`src/rtl/assert_macros.svh`:
```
// Assertion macros used by the top-level RTL file of the battery level classifier.
`ifndef ASSERT_MACROS_SVH
`define ASSERT_MACROS_SVH
`ifndef ASSERT_OFF
`define ASSERT_IMPLIES(label, clk, rst, ante, cons) \
  label: assert property (@(posedge clk) disable iff (rst) (ante) |-> (cons)) \
    else $error("assertion failed: same-cycle implication");
`define ASSERT_NEXT(label, clk, rst, ante, cons) \
  label: assert property (@(posedge clk) disable iff (rst) (ante) |=> (cons)) \
    else $error("assertion failed: next-cycle implication");
`else
`define ASSERT_IMPLIES(label, clk, rst, ante, cons)
`define ASSERT_NEXT(label, clk, rst, ante, cons)
`endif
`endif

```
`src/rtl/blc_pkg.sv`:
```
// Package with widths, codes, register defaults and shared types of the classifier.
`default_nettype none
package blc_pkg;

  localparam int PIN_W     = 12;
  localparam int OHM_W     = 24;
  localparam int MV_W      = 16;
  localparam int PCT_W     = 7;
  localparam int CLASS_W   = 2;
  localparam int STATUS_W  = 2;
  localparam int ADDR_W    = 5;
  localparam int DATA_W    = 32;
  localparam int REG_IDX_W = 3;

  // Numerator pin * (top + bottom) and the padded quotient of the divider.
  localparam int NUM_W       = PIN_W + OHM_W + 1;
  localparam int STEP_BITS   = 3;
  localparam int QUO_W       = ((NUM_W + STEP_BITS - 1) / STEP_BITS) * STEP_BITS;
  // Percent stage: (v - empty) * 100 fits 23 bits, its quotient stays below 2^9.
  localparam int PROD_W      = MV_W + PCT_W;
  localparam int PCT_QUO_W   = 9;

  localparam logic [PCT_W-1:0] PERCENT_FULL = 7'd100;

  localparam logic [CLASS_W-1:0] CLASS_CRITICAL = 2'd0;
  localparam logic [CLASS_W-1:0] CLASS_LOW      = 2'd1;
  localparam logic [CLASS_W-1:0] CLASS_NORMAL   = 2'd2;
  localparam logic [CLASS_W-1:0] CLASS_FULL     = 2'd3;

  localparam logic [STATUS_W-1:0] STATUS_OK          = 2'd0;
  localparam logic [STATUS_W-1:0] STATUS_BOTTOM_ZERO = 2'd1;
  localparam logic [STATUS_W-1:0] STATUS_WRAPPED     = 2'd2;

  localparam logic [REG_IDX_W-1:0] REG_TOP      = 3'd0;
  localparam logic [REG_IDX_W-1:0] REG_BOTTOM   = 3'd1;
  localparam logic [REG_IDX_W-1:0] REG_EMPTY    = 3'd2;
  localparam logic [REG_IDX_W-1:0] REG_FULL     = 3'd3;
  localparam logic [REG_IDX_W-1:0] REG_CRITICAL = 3'd4;
  localparam logic [REG_IDX_W-1:0] REG_LOW      = 3'd5;

  localparam logic [OHM_W-1:0] RESET_TOP      = 24'd100000;
  localparam logic [OHM_W-1:0] RESET_BOTTOM   = 24'd100000;
  localparam logic [MV_W-1:0]  RESET_EMPTY    = 16'd3300;
  localparam logic [MV_W-1:0]  RESET_FULL     = 16'd4200;
  localparam logic [MV_W-1:0]  RESET_CRITICAL = 16'd3400;
  localparam logic [MV_W-1:0]  RESET_LOW      = 16'd3600;

  typedef struct packed {
    logic [OHM_W-1:0] top;
    logic [OHM_W-1:0] bottom;
    logic [MV_W-1:0]  empty;
    logic [MV_W-1:0]  full;
    logic [MV_W-1:0]  critical;
    logic [MV_W-1:0]  low;
  } blc_cfg_t;

  // One queued transaction as the front end leaves it for the back end.
  typedef struct packed {
    logic [PIN_W-1:0] pin;
    logic             bottom_zero;
    logic [NUM_W-1:0] num;
  } blc_entry_t;

endpackage
`default_nettype wire

```
`src/rtl/blc_divider.sv`:
```
// Iterative restoring divider that retires STEP_BITS quotient bits per cycle.
`default_nettype none
module blc_divider #(
  parameter int DEN_W     = 24,
  parameter int QUO_W     = 39,
  parameter int STEP_BITS = 3
) (
  input  wire logic             clk,
  input  wire logic             rst,
  input  wire logic             start,
  input  wire logic [DEN_W-1:0] num_hi,
  input  wire logic [QUO_W-1:0] num_lo,
  input  wire logic [DEN_W-1:0] den,
  output logic                  done,
  output logic [QUO_W-1:0]      quo
);

  localparam int CYCLES = QUO_W / STEP_BITS;
  localparam int CNT_W  = (CYCLES > 1) ? $clog2(CYCLES) : 1;
  localparam logic [CNT_W-1:0] LAST = CNT_W'(CYCLES - 1);

  logic             active;
  logic [CNT_W-1:0] cnt;
  logic [DEN_W-1:0] rem;
  logic [QUO_W-1:0] sh;
  logic [DEN_W-1:0] rem_next;
  logic [QUO_W-1:0] sh_next;
  logic [DEN_W:0]   trial;

  // The partial remainder stays below den, so one extra bit covers the shift.
  always_comb begin
    rem_next = rem;
    sh_next  = sh;
    trial    = '0;
    for (int i = 0; i < STEP_BITS; i++) begin
      trial   = {rem_next, sh_next[QUO_W-1]};
      sh_next = {sh_next[QUO_W-2:0], 1'b0};
      if (trial >= {1'b0, den}) begin
        rem_next   = DEN_W'(trial - {1'b0, den});
        sh_next[0] = 1'b1;
      end else begin
        rem_next = trial[DEN_W-1:0];
      end
    end
  end

  always_ff @(posedge clk) begin
    if (rst) begin
      active <= 1'b0;
      done   <= 1'b0;
      cnt    <= '0;
    end else begin
      done <= 1'b0;
      if (start) begin
        active <= 1'b1;
        cnt    <= '0;
      end else if (active) begin
        cnt <= cnt + 1'b1;
        if (cnt == LAST) begin
          active <= 1'b0;
          done   <= 1'b1;
        end
      end
    end
  end

  always_ff @(posedge clk) begin
    if (start) begin
      rem <= num_hi;
      sh  <= num_lo;
    end else if (active) begin
      rem <= rem_next;
      sh  <= sh_next;
    end
  end

  assign quo = sh;

endmodule
`default_nettype wire

```
`src/rtl/blc_front.sv`:
```
// Front end: takes a reading, forms the divider numerator and flags a zero bottom resistor.
`default_nettype none
module blc_front (
  input  wire logic                     start,
  input  wire logic [blc_pkg::PIN_W-1:0] pin_mv,
  input  wire logic [blc_pkg::OHM_W-1:0] top,
  input  wire logic [blc_pkg::OHM_W-1:0] bottom,
  input  wire logic                     q_full,
  output logic                          busy,
  output logic                          push,
  output blc_pkg::blc_entry_t           push_data
);

  logic [blc_pkg::OHM_W:0] ratio_sum;

  assign ratio_sum = {1'b0, top} + {1'b0, bottom};

  assign busy = q_full;
  assign push = start && !q_full;

  always_comb begin
    push_data.pin         = pin_mv;
    push_data.bottom_zero = (bottom == '0);
    push_data.num         = blc_pkg::NUM_W'(pin_mv) * blc_pkg::NUM_W'(ratio_sum);
  end

endmodule
`default_nettype wire

```
`src/rtl/blc_queue.sv`:
```
// Small FIFO that decouples the front end from the back end.
`default_nettype none
module blc_queue #(
  parameter int DEPTH = 2
) (
  input  wire logic          clk,
  input  wire logic          rst,
  input  wire logic          push,
  input  blc_pkg::blc_entry_t push_data,
  input  wire logic          pop,
  output logic               full,
  output logic               valid,
  output blc_pkg::blc_entry_t head
);

  localparam int PTR_W = (DEPTH > 1) ? $clog2(DEPTH) : 1;
  localparam int CNT_W = $clog2(DEPTH + 1);
  localparam logic [PTR_W-1:0] PTR_LAST = PTR_W'(DEPTH - 1);
  localparam logic [CNT_W-1:0] CNT_FULL = CNT_W'(DEPTH);

  blc_pkg::blc_entry_t slots [DEPTH];
  logic [PTR_W-1:0] wr_ptr;
  logic [PTR_W-1:0] rd_ptr;
  logic [CNT_W-1:0] count;

  assign full  = (count == CNT_FULL);
  assign valid = (count != '0);
  assign head  = slots[rd_ptr];

  always_ff @(posedge clk) begin
    if (rst) begin
      wr_ptr <= '0;
      rd_ptr <= '0;
      count  <= '0;
    end else begin
      if (push) begin
        wr_ptr <= (wr_ptr == PTR_LAST) ? '0 : wr_ptr + 1'b1;
      end
      if (pop) begin
        rd_ptr <= (rd_ptr == PTR_LAST) ? '0 : rd_ptr + 1'b1;
      end
      if (push && !pop) begin
        count <= count + 1'b1;
      end else if (pop && !push) begin
        count <= count - 1'b1;
      end
    end
  end

  always_ff @(posedge clk) begin
    if (push) begin
      slots[wr_ptr] <= push_data;
    end
  end

endmodule
`default_nettype wire

```
`src/rtl/blc_back.sv`:
```
// Back end: voltage division, percent division, classification and the result register.
`default_nettype none
module blc_back (
  input  wire logic                          clk,
  input  wire logic                          rst,
  input  blc_pkg::blc_cfg_t                  cfg,
  input  wire logic                          q_valid,
  input  blc_pkg::blc_entry_t                q_head,
  output logic                               q_pop,
  output logic                               done,
  output logic [blc_pkg::PIN_W-1:0]          pin_mv_echo,
  output logic [blc_pkg::MV_W-1:0]           battery_mv,
  output logic [blc_pkg::PCT_W-1:0]          charge_percent,
  output logic [blc_pkg::CLASS_W-1:0]        level_class,
  output logic [blc_pkg::STATUS_W-1:0]       status
);

  typedef enum logic [2:0] {
    A_IDLE = 3'b001,
    A_DIV  = 3'b010,
    A_WAIT = 3'b100
  } a_state_t;

  typedef enum logic [3:0] {
    B_IDLE  = 4'b0001,
    B_MUL   = 4'b0010,
    B_START = 4'b0100,
    B_DIV   = 4'b1000
  } b_state_t;

  a_state_t a_state, a_state_next;
  b_state_t b_state, b_state_next;

  logic [blc_pkg::PIN_W-1:0]     a_pin;
  logic                          a_zero;
  logic                          quo_start;
  logic                          quo_done;
  logic [blc_pkg::QUO_W-1:0]     quo;

  logic [blc_pkg::PIN_W-1:0]     b_pin;
  logic                          b_zero;
  logic                          b_wrapped;
  logic [blc_pkg::MV_W-1:0]      b_v;
  logic [blc_pkg::PROD_W-1:0]    b_prod;
  logic [blc_pkg::PROD_W-1:0]    prod_w;
  logic [blc_pkg::MV_W-1:0]      span;
  logic                          pct_start;
  logic                          pct_done;
  logic [blc_pkg::PCT_QUO_W-1:0] pct_quo;

  logic                          handoff;
  logic                          below;
  logic                          above;
  logic                          out_load;
  logic [blc_pkg::PCT_W-1:0]     pct_w;
  logic [blc_pkg::CLASS_W-1:0]   class_w;
  logic [blc_pkg::STATUS_W-1:0]  status_w;

  // Voltage stage: one quotient at a time through the wide divider.
  assign q_pop     = (a_state == A_IDLE) && q_valid;
  assign quo_start = q_pop && !q_head.bottom_zero;
  assign handoff   = (a_state == A_WAIT) && (b_state == B_IDLE);

  blc_divider #(
    .DEN_W    (blc_pkg::OHM_W),
    .QUO_W    (blc_pkg::QUO_W),
    .STEP_BITS(blc_pkg::STEP_BITS)
  ) u_quo_div (
    .clk   (clk),
    .rst   (rst),
    .start (quo_start),
    .num_hi(blc_pkg::OHM_W'(0)),
    .num_lo(blc_pkg::QUO_W'(q_head.num)),
    .den   (cfg.bottom),
    .done  (quo_done),
    .quo   (quo)
  );

  always_comb begin
    a_state_next = a_state;
    unique case (a_state)
      A_IDLE: begin
        if (q_valid) begin
          a_state_next = q_head.bottom_zero ? A_WAIT : A_DIV;
        end
      end
      A_DIV: begin
        if (quo_done) begin
          a_state_next = A_WAIT;
        end
      end
      A_WAIT: begin
        if (b_state == B_IDLE) begin
          a_state_next = A_IDLE;
        end
      end
      default: a_state_next = A_IDLE;
    endcase
  end

  always_ff @(posedge clk) begin
    if (rst) begin
      a_state <= A_IDLE;
    end else begin
      a_state <= a_state_next;
    end
  end

  always_ff @(posedge clk) begin
    if (q_pop) begin
      a_pin  <= q_head.pin;
      a_zero <= q_head.bottom_zero;
    end
  end

  // Percent stage: clamp tests, then (v - empty) * 100 / (full - empty) when in range.
  assign below  = (b_v <= cfg.empty);
  assign above  = (b_v >= cfg.full);
  assign span   = cfg.full - cfg.empty;
  assign prod_w = blc_pkg::PROD_W'(b_v - cfg.empty) * blc_pkg::PROD_W'(blc_pkg::PERCENT_FULL);
  assign pct_start = (b_state == B_START);

  blc_divider #(
    .DEN_W    (blc_pkg::MV_W),
    .QUO_W    (blc_pkg::PCT_QUO_W),
    .STEP_BITS(blc_pkg::STEP_BITS)
  ) u_pct_div (
    .clk   (clk),
    .rst   (rst),
    .start (pct_start),
    .num_hi(blc_pkg::MV_W'(b_prod[blc_pkg::PROD_W-1:blc_pkg::PCT_QUO_W])),
    .num_lo(b_prod[blc_pkg::PCT_QUO_W-1:0]),
    .den   (span),
    .done  (pct_done),
    .quo   (pct_quo)
  );

  assign out_load = ((b_state == B_MUL) && (b_zero || below || above)) ||
                    ((b_state == B_DIV) && pct_done);

  always_comb begin
    b_state_next = b_state;
    unique case (b_state)
      B_IDLE: begin
        if (handoff) begin
          b_state_next = B_MUL;
        end
      end
      B_MUL: begin
        b_state_next = (b_zero || below || above) ? B_IDLE : B_START;
      end
      B_START: b_state_next = B_DIV;
      B_DIV: begin
        if (pct_done) begin
          b_state_next = B_IDLE;
        end
      end
      default: b_state_next = B_IDLE;
    endcase
  end

  always_ff @(posedge clk) begin
    if (rst) begin
      b_state <= B_IDLE;
    end else begin
      b_state <= b_state_next;
    end
  end

  always_ff @(posedge clk) begin
    if (handoff) begin
      b_pin     <= a_pin;
      b_zero    <= a_zero;
      b_wrapped <= (quo[blc_pkg::QUO_W-1:blc_pkg::MV_W] != '0);
      b_v       <= quo[blc_pkg::MV_W-1:0];
    end
    if (b_state == B_MUL) begin
      b_prod <= prod_w;
    end
  end

  // Class tests run in priority order: critical, low, full, then normal.
  always_comb begin
    if (b_zero) begin
      class_w = blc_pkg::CLASS_CRITICAL;
    end else if (b_v <= cfg.critical) begin
      class_w = blc_pkg::CLASS_CRITICAL;
    end else if (b_v <= cfg.low) begin
      class_w = blc_pkg::CLASS_LOW;
    end else if (above) begin
      class_w = blc_pkg::CLASS_FULL;
    end else begin
      class_w = blc_pkg::CLASS_NORMAL;
    end

    if (b_zero || below) begin
      pct_w = '0;
    end else if (above) begin
      pct_w = blc_pkg::PERCENT_FULL;
    end else begin
      pct_w = pct_quo[blc_pkg::PCT_W-1:0];
    end

    if (b_zero) begin
      status_w = blc_pkg::STATUS_BOTTOM_ZERO;
    end else if (b_wrapped) begin
      status_w = blc_pkg::STATUS_WRAPPED;
    end else begin
      status_w = blc_pkg::STATUS_OK;
    end
  end

  always_ff @(posedge clk) begin
    if (rst) begin
      done <= 1'b0;
    end else begin
      done <= out_load;
    end
  end

  always_ff @(posedge clk) begin
    if (out_load) begin
      pin_mv_echo    <= b_pin;
      battery_mv     <= b_zero ? '0 : b_v;
      charge_percent <= pct_w;
      level_class    <= class_w;
      status         <= status_w;
    end
  end

endmodule
`default_nettype wire

```
`src/rtl/battery_level_classifier.sv`:
```
// A reading passes the queue, the voltage divider (skipped with a zero bottom resistor),
// handoff, clamp tests, the percent divider (only if the voltage lies strictly between the
// empty and full levels) and the result register. Results cannot be stalled; each is shown
// for exactly one cycle. Readings, paced by the voltage divider's 13 steps (3 quotient bits
// each), its done strobe, pop and handoff, overlap the percent stage; busy rises only when
// the queue is full. Reset: the registers return to their defaults, the queue and both divider stages empty out.
`default_nettype none
`include "assert_macros.svh"
module battery_level_classifier #(
  parameter int QUEUE_DEPTH = 2
) (
  input  wire logic                             clk,
  input  wire logic                             rst,
  input  wire logic                             start,
  output logic                                  busy,
  input  wire logic [blc_pkg::PIN_W-1:0]        pin_mv,
  output logic                                  done,
  output logic [blc_pkg::PIN_W-1:0]             pin_mv_echo,
  output logic [blc_pkg::MV_W-1:0]              battery_mv,
  output logic [blc_pkg::PCT_W-1:0]             charge_percent,
  output logic [blc_pkg::CLASS_W-1:0]           level_class,
  output logic [blc_pkg::STATUS_W-1:0]          status,
  input  wire logic                             psel,
  input  wire logic                             penable,
  input  wire logic                             pwrite,
  input  wire logic [blc_pkg::ADDR_W-1:0]       paddr,
  input  wire logic [blc_pkg::DATA_W-1:0]       pwdata,
  output logic [blc_pkg::DATA_W-1:0]            prdata,
  output logic                                  pready
);

  blc_pkg::blc_cfg_t   cfg;
  blc_pkg::blc_entry_t push_data;
  blc_pkg::blc_entry_t q_head;
  logic                push;
  logic                q_full;
  logic                q_valid;
  logic                q_pop;
  logic                cfg_write;
  logic [blc_pkg::REG_IDX_W-1:0] reg_idx;

  assign pready    = 1'b1;
  assign cfg_write = psel && penable && pwrite && pready;
  assign reg_idx   = paddr[blc_pkg::ADDR_W-1:2];

  always_ff @(posedge clk) begin
    if (rst) begin
      cfg.top      <= blc_pkg::RESET_TOP;
      cfg.bottom   <= blc_pkg::RESET_BOTTOM;
      cfg.empty    <= blc_pkg::RESET_EMPTY;
      cfg.full     <= blc_pkg::RESET_FULL;
      cfg.critical <= blc_pkg::RESET_CRITICAL;
      cfg.low      <= blc_pkg::RESET_LOW;
    end else if (cfg_write) begin
      unique case (reg_idx)
        blc_pkg::REG_TOP:      cfg.top      <= pwdata[blc_pkg::OHM_W-1:0];
        blc_pkg::REG_BOTTOM:   cfg.bottom   <= pwdata[blc_pkg::OHM_W-1:0];
        blc_pkg::REG_EMPTY:    cfg.empty    <= pwdata[blc_pkg::MV_W-1:0];
        blc_pkg::REG_FULL:     cfg.full     <= pwdata[blc_pkg::MV_W-1:0];
        blc_pkg::REG_CRITICAL: cfg.critical <= pwdata[blc_pkg::MV_W-1:0];
        blc_pkg::REG_LOW:      cfg.low      <= pwdata[blc_pkg::MV_W-1:0];
        default: ;
      endcase
    end
  end

  always_comb begin
    unique case (reg_idx)
      blc_pkg::REG_TOP:      prdata = blc_pkg::DATA_W'(cfg.top);
      blc_pkg::REG_BOTTOM:   prdata = blc_pkg::DATA_W'(cfg.bottom);
      blc_pkg::REG_EMPTY:    prdata = blc_pkg::DATA_W'(cfg.empty);
      blc_pkg::REG_FULL:     prdata = blc_pkg::DATA_W'(cfg.full);
      blc_pkg::REG_CRITICAL: prdata = blc_pkg::DATA_W'(cfg.critical);
      blc_pkg::REG_LOW:      prdata = blc_pkg::DATA_W'(cfg.low);
      default:               prdata = '0;
    endcase
  end

  blc_front u_front (
    .start    (start),
    .pin_mv   (pin_mv),
    .top      (cfg.top),
    .bottom   (cfg.bottom),
    .q_full   (q_full),
    .busy     (busy),
    .push     (push),
    .push_data(push_data)
  );

  blc_queue #(
    .DEPTH(QUEUE_DEPTH)
  ) u_queue (
    .clk      (clk),
    .rst      (rst),
    .push     (push),
    .push_data(push_data),
    .pop      (q_pop),
    .full     (q_full),
    .valid    (q_valid),
    .head     (q_head)
  );

  blc_back u_back (
    .clk           (clk),
    .rst           (rst),
    .cfg           (cfg),
    .q_valid       (q_valid),
    .q_head        (q_head),
    .q_pop         (q_pop),
    .done          (done),
    .pin_mv_echo   (pin_mv_echo),
    .battery_mv    (battery_mv),
    .charge_percent(charge_percent),
    .level_class   (level_class),
    .status        (status)
  );

  // Results of successive transactions can never land on adjacent cycles.
  `ASSERT_NEXT(a_strobe_single, clk, rst, done, !done)
  // An accepted transaction is always visible in the queue on the next cycle.
  `ASSERT_NEXT(a_push_lands, clk, rst, start && !busy, q_valid)
  `ASSERT_IMPLIES(a_percent_range, clk, rst, done, charge_percent <= blc_pkg::PERCENT_FULL)

endmodule
`default_nettype wire
```
`config.mk`:
```
export PLATFORM = sky130hd
export DESIGN_NAME = battery_level_classifier
export DESIGN_NICKNAME = d
export VERILOG_FILES = /design/src/rtl/blc_pkg.sv /design/src/rtl/blc_divider.sv /design/src/rtl/blc_front.sv /design/src/rtl/blc_queue.sv /design/src/rtl/blc_back.sv /design/src/rtl/battery_level_classifier.sv
export VERILOG_INCLUDE_DIRS = /design/src /design/src/rtl
export SDC_FILE = /design/constraint.sdc
export NUM_CORES = 2
export LEC_CHECK = 0
export ABC_CLOCK_PERIOD_IN_PS = 31900
export BUFFER_PORTS_ARGS = -buffer_cell sky130_fd_sc_hd__buf_2
export CORE_UTILIZATION = 25
export DETAILED_ROUTE_END_ITERATION = 10
export PLACE_DENSITY_LB_ADDON = 0.3
export SLEW_MARGIN = 10
export SYNTH_ARGS = -nofsm -noshare
export SYNTH_HDL_FRONTEND = slang
export SYNTH_SLANG_ARGS = --single-unit
```
`constraint.sdc`:
```
create_clock -name clk -period 31.9 [get_ports clk]
set_input_delay 3.19 -clock clk [delete_from_list [all_inputs] [get_ports clk]]
set_output_delay 3.19 -clock clk [all_outputs]
set_load 0.02 [all_outputs]
```
==> qor.csv <==
stage,metric,value,unit
drt,# DRC,0,
floorplan,Core Area,0.145,mm^2
setup_path,"slowest stage delay, CP",0.79,ns
logic_synthesis,Post-synth EDFFs,263,
placed_design,Setup Slack @ Placement,19.02,ns
timing,Max Fclk,76.3,MHz
global_route,initial antenna violation count,9,
job,max_cap viols,0,
drt,DR iter-0 viols,1934,
logic_synthesis,synthesized instance count,3998,
cts,clk root buf,clkbuf_16,
global_route,first-pass GRT wire length,169,mm
cts,CTS Hold Bufs,0,
cts,Clock Path Buffers,3,
placed_design,I/O Buffers,109,
setup_path,r2r worst-path depth,51,
cts,CTS tree,done,
setup_path,CP startpoint,cfg[48],
placed_design,RD Place Congestion,0.848,
timing,Worst Skew,0.0654,ns
setup_path,"Arr. time, crit path",13.60,ns
setup_path,Startpoint Class,register,
timing,minimum clock period,13.10,ns
floorplan,Rows,140,
timing,Tightest Pin Transition,1.25,ns
cts,TritonCTS buffer count,52,
global_route,largest net degree at the start of global routing,104,
timing,final hold violations,0,
floorplan,die area,0.148,mm^2
final_layout,Final nets,4709,
logic_synthesis,asr flop ratio synth,0,%
power,share of power burned in registers,19.4,%
floorplan,Starting Density,25.2,%
logic_synthesis,register area share after synthesis,30.5,%
setup_path,Crit Path Category,register to register,
setup_path,CP endpoint,u_back.u_pct_div.rem[0],
setup_path,critical path's slowest cell,o211a_1,
final_layout,share of layout cells above drive strength 1,8.37,%
power,Leakage,17.2,nW
final_layout,ANT cells,0,
logic_synthesis,"Primary FF master, synth",edfxtp_1,
setup_path,reg-to-reg endpoint,u_back.u_pct_div.rem[0],
cts,"Setup Fix Bufs, Post-CTS",0,
timing,slew margin rel.,16.2,%
setup_path,CP dominant cell by count,a21oi_1,
drt,final WL,111,mm
floorplan,io pins,129,
timing,final period utilization,41.1,%
power,internal power,0.00234,W
power,pwr dens,107,mW/mm^2
setup_path,Reg-to-Reg Start,cfg[48],
floorplan,Die X,385,um
logic_synthesis,mapped cell area,0.0366,mm^2
power,clock power share,14.0,%
hold_path,worst hold path startpoint,u_back.a_pin[0],
cts,clock-pin slew on the worst setup and hold paths,0.08,ns
drt,DRT Pass-1 Iters,6,
cts,Worst-Skew Late Latency,0.69,ns
final_layout,area delta synth->final,12.3,%
timing,Final WS setup,18.80,ns
cts,clock sinks,426,
drt,Routed wire per std cell,18.5,um
global_route,grt ovf,0,
placed_design,HPWL Detailed,83.9,mm
logic_synthesis,Yosys cell types,90,
power,total chip power,0.00439,W
setup_path,R2R Setup Slk,18.80,ns
setup_path,Worst Path Required,32.39,ns
global_route,Tot GR Track Use,14.9,%
floorplan,die height,385,um
timing,Slew Limit Fails,0,
logic_synthesis,post-synthesis register bit count,426,
drt,DRT antenna net count,0,
cts,quantity of gates resized following cts,0,
run_status,status,completed,
drt,vias,28500,
logic_synthesis,synth warn,0,
cts,# H-tree levels,2,
global_route,vias in the first global route,27900,
power,combinational share of power,66.6,%
power,Max IR drop VDD,0.114,mV
power,switching pwr,0.00205,W
hold_path,HP Class,register to register,
drt,DR vias/cell,4.73,
logic_synthesis,syn avg cell area,9.15,um^2
setup_path,"Max FO, Critical Path",28,
timing,final setup fails,0,
timing,RSZ-0062 raised after global routing,false,
timing,setup_tns,0,ns
setup_path,CP endpoint kind,register,
power,switching power share of the total,46.7,%
==> layer usage <==
metal | vias up | wire (um) | GRT usage [%]
li1 | 13700 | - | -
met1 | 14000 | 51100 | 20.4
met2 | 689 | 50900 | 24.2
met3 | 112 | 7380 | 3.16
met4 | 6 | 1710 | 2.79
met5 | - | 41 | 0
==> cells in the final DEF (no fill, tap or decap), types with 10 or more instances in the layout <==
cell and n:
nor3_1 55, clkbuf_16 52, mux2_2 51, mux2i_1 49, buf_4 47, or3_1 11
o21ai_0 162, clkinv_1 10, xnor2_1 124, o21a_1 36, xor2_1 49, a22oi_1 50
nand2b_1 32, nor4_1 21, a21boi_0 17, nand2_1 548, nand4_1 33, a211o_1 29
and2_1 116, a31oi_1 16, nor2_1 230, nand3_1 53, dfxtp_1 161, buf_2 108
inv_1 469, a21oi_1 315, a211oi_1 16, ha_1 346, edfxtp_1 263, fa_1 255
a21o_1 72, and3_1 11, nand3b_1 14, o31ai_1 10, o21bai_1 29, nor2b_1 54
==> stage by stage <==
stage,hold WS [ns],util [%],std cells,cell area (um^2)
after global placement,0.404,27.1,5916,39300
after detailed placement,0.406,27.1,5916,39300
after CTS,0.407,28.3,6013,41100
final,0.411,28.3,6013,41100
after floorplan,0.400,-,4005,36600
after global routing,0.427,28.3,6013,41100
==> power by group through the flow <==
stage          clock network [W]  registers [W]  logic (W)
5_1_grt                 0.000649       0.000860    0.00328
6_report                0.000615       0.000850    0.00292
3_3_place_gp                   0       0.000859    0.00288
3_5_place_dp                   0       0.000860    0.00290
4_1_cts                 0.000632       0.000850    0.00292
2_1_floorplan                  0       0.000831    0.00228
==> worst min path at each step <==
stage	to	slack, ns	cells after the start
after floorplan	u_back.b_pin[0]	0.40	0
after global placement	u_back.b_pin[9]	0.40	0
after detailed placement	u_back.pin_mv_echo[7]	0.41	0
after CTS	u_back.b_pin[0]	0.41	0
after global routing	u_back.b_pin[0]	0.43	0
final	u_back.b_pin[0]	0.41	0
==> cell families after synthesis <==
logic type                 Yosys count  share of synthesized area, %
AOI/OAI and AO/OA                  828                          14.1
xor gates and xnor gates           180                          4.35
other                                2                        0.0205
DFF                                426                          30.5
muxes                              101                          2.94
and+or+nand+nor                   1222                          15.4
buffers and inverters              632                          6.63
adders and majority gates          607                          26.0
==> cell usage after synthesis, drive strengths merged (4+ instances only) <==
| cell | n | share of area (%) |
|---|---|---|
| inv | 471 | 4.8 |
| o21a | 36 | 0.74 |
| a22oi | 50 | 1.0 |
| nor3 | 57 | 0.78 |
| buf | 14 | 0.28 |
| a31oi | 18 | 0.37 |
| and2 | 117 | 2.0 |
| and3 | 12 | 0.21 |
| xnor2 | 130 | 3.1 |
| edfxtp | 263 | 22 |
| o21ai | 168 | 2.3 |
| a21boi | 18 | 0.37 |
| or3 | 12 | 0.21 |
| nand3 | 54 | 0.77 |
| nor4b | 6 | 0.14 |
| nand3b | 14 | 0.29 |
| o22ai | 4 | 0.068 |
| fa | 255 | 14 |
| nor2b | 54 | 0.92 |
| or2 | 10 | 0.18 |
| a22o | 9 | 0.22 |
| maj3 | 6 | 0.17 |
| nor2 | 233 | 2.4 |
| mux2 | 52 | 1.6 |
| clkbuf | 147 | 1.5 |
| a211o | 29 | 0.69 |
| nor4 | 22 | 0.39 |
| mux2i | 49 | 1.3 |
| o21bai | 30 | 0.63 |
| a21o | 73 | 1.5 |
| nand4 | 33 | 0.56 |
| nor3b | 6 | 0.12 |
| dfxtp | 163 | 8.9 |
| o31ai | 11 | 0.24 |
| ha | 346 | 12 |
| nand2b | 33 | 0.56 |
| and3b | 5 | 0.12 |
| nand2 | 548 | 5.6 |
| a21oi | 316 | 4.3 |
| a211oi | 17 | 0.36 |
| o31a | 7 | 0.17 |
| xor2 | 50 | 1.2 |
==> layout make-up <==
type	count	area [um^2]
Inverter	471	1770
Sequential cell	426	11200
Tap cell	1917	2400
Fill cell	15500	104000
Clock buffer	57	1330
Multi-Input combinational cell	2947	23100
Clock inverter	40	415
Timing Repair Buffer	155	893
==> state kept, by name, summed over array words and instances, names as in the netlist, 9 cells and up, named ones only <==
signal                cells
cfg                     112
u_queue.slots           100
u_back.u_quo_div.quo     39
u_back.u_quo_div.rem     24
u_back.b_prod            21
u_back.b_v               16
u_back.battery_mv        16
u_back.u_pct_div.rem     16
u_back.a_pin             12
u_back.b_pin             12
u_back.pin_mv_echo       12
u_back.u_pct_div.quo      9
==> worst max-delay path: cells and delay by family (launching register included) <==
family                   cells  cell delay (ns)
adder cells (fa/ha/maj)      6             1.97
flip-flops                   1             0.52
AO/OA/AOI/OAI               30             7.58
XOR/XNOR                     1             0.41
AND/OR/NAND/NOR             11             1.82
multiplexers                 1             0.40
buffers and inverters        2             0.16
(Power assumes the default switching activity.)
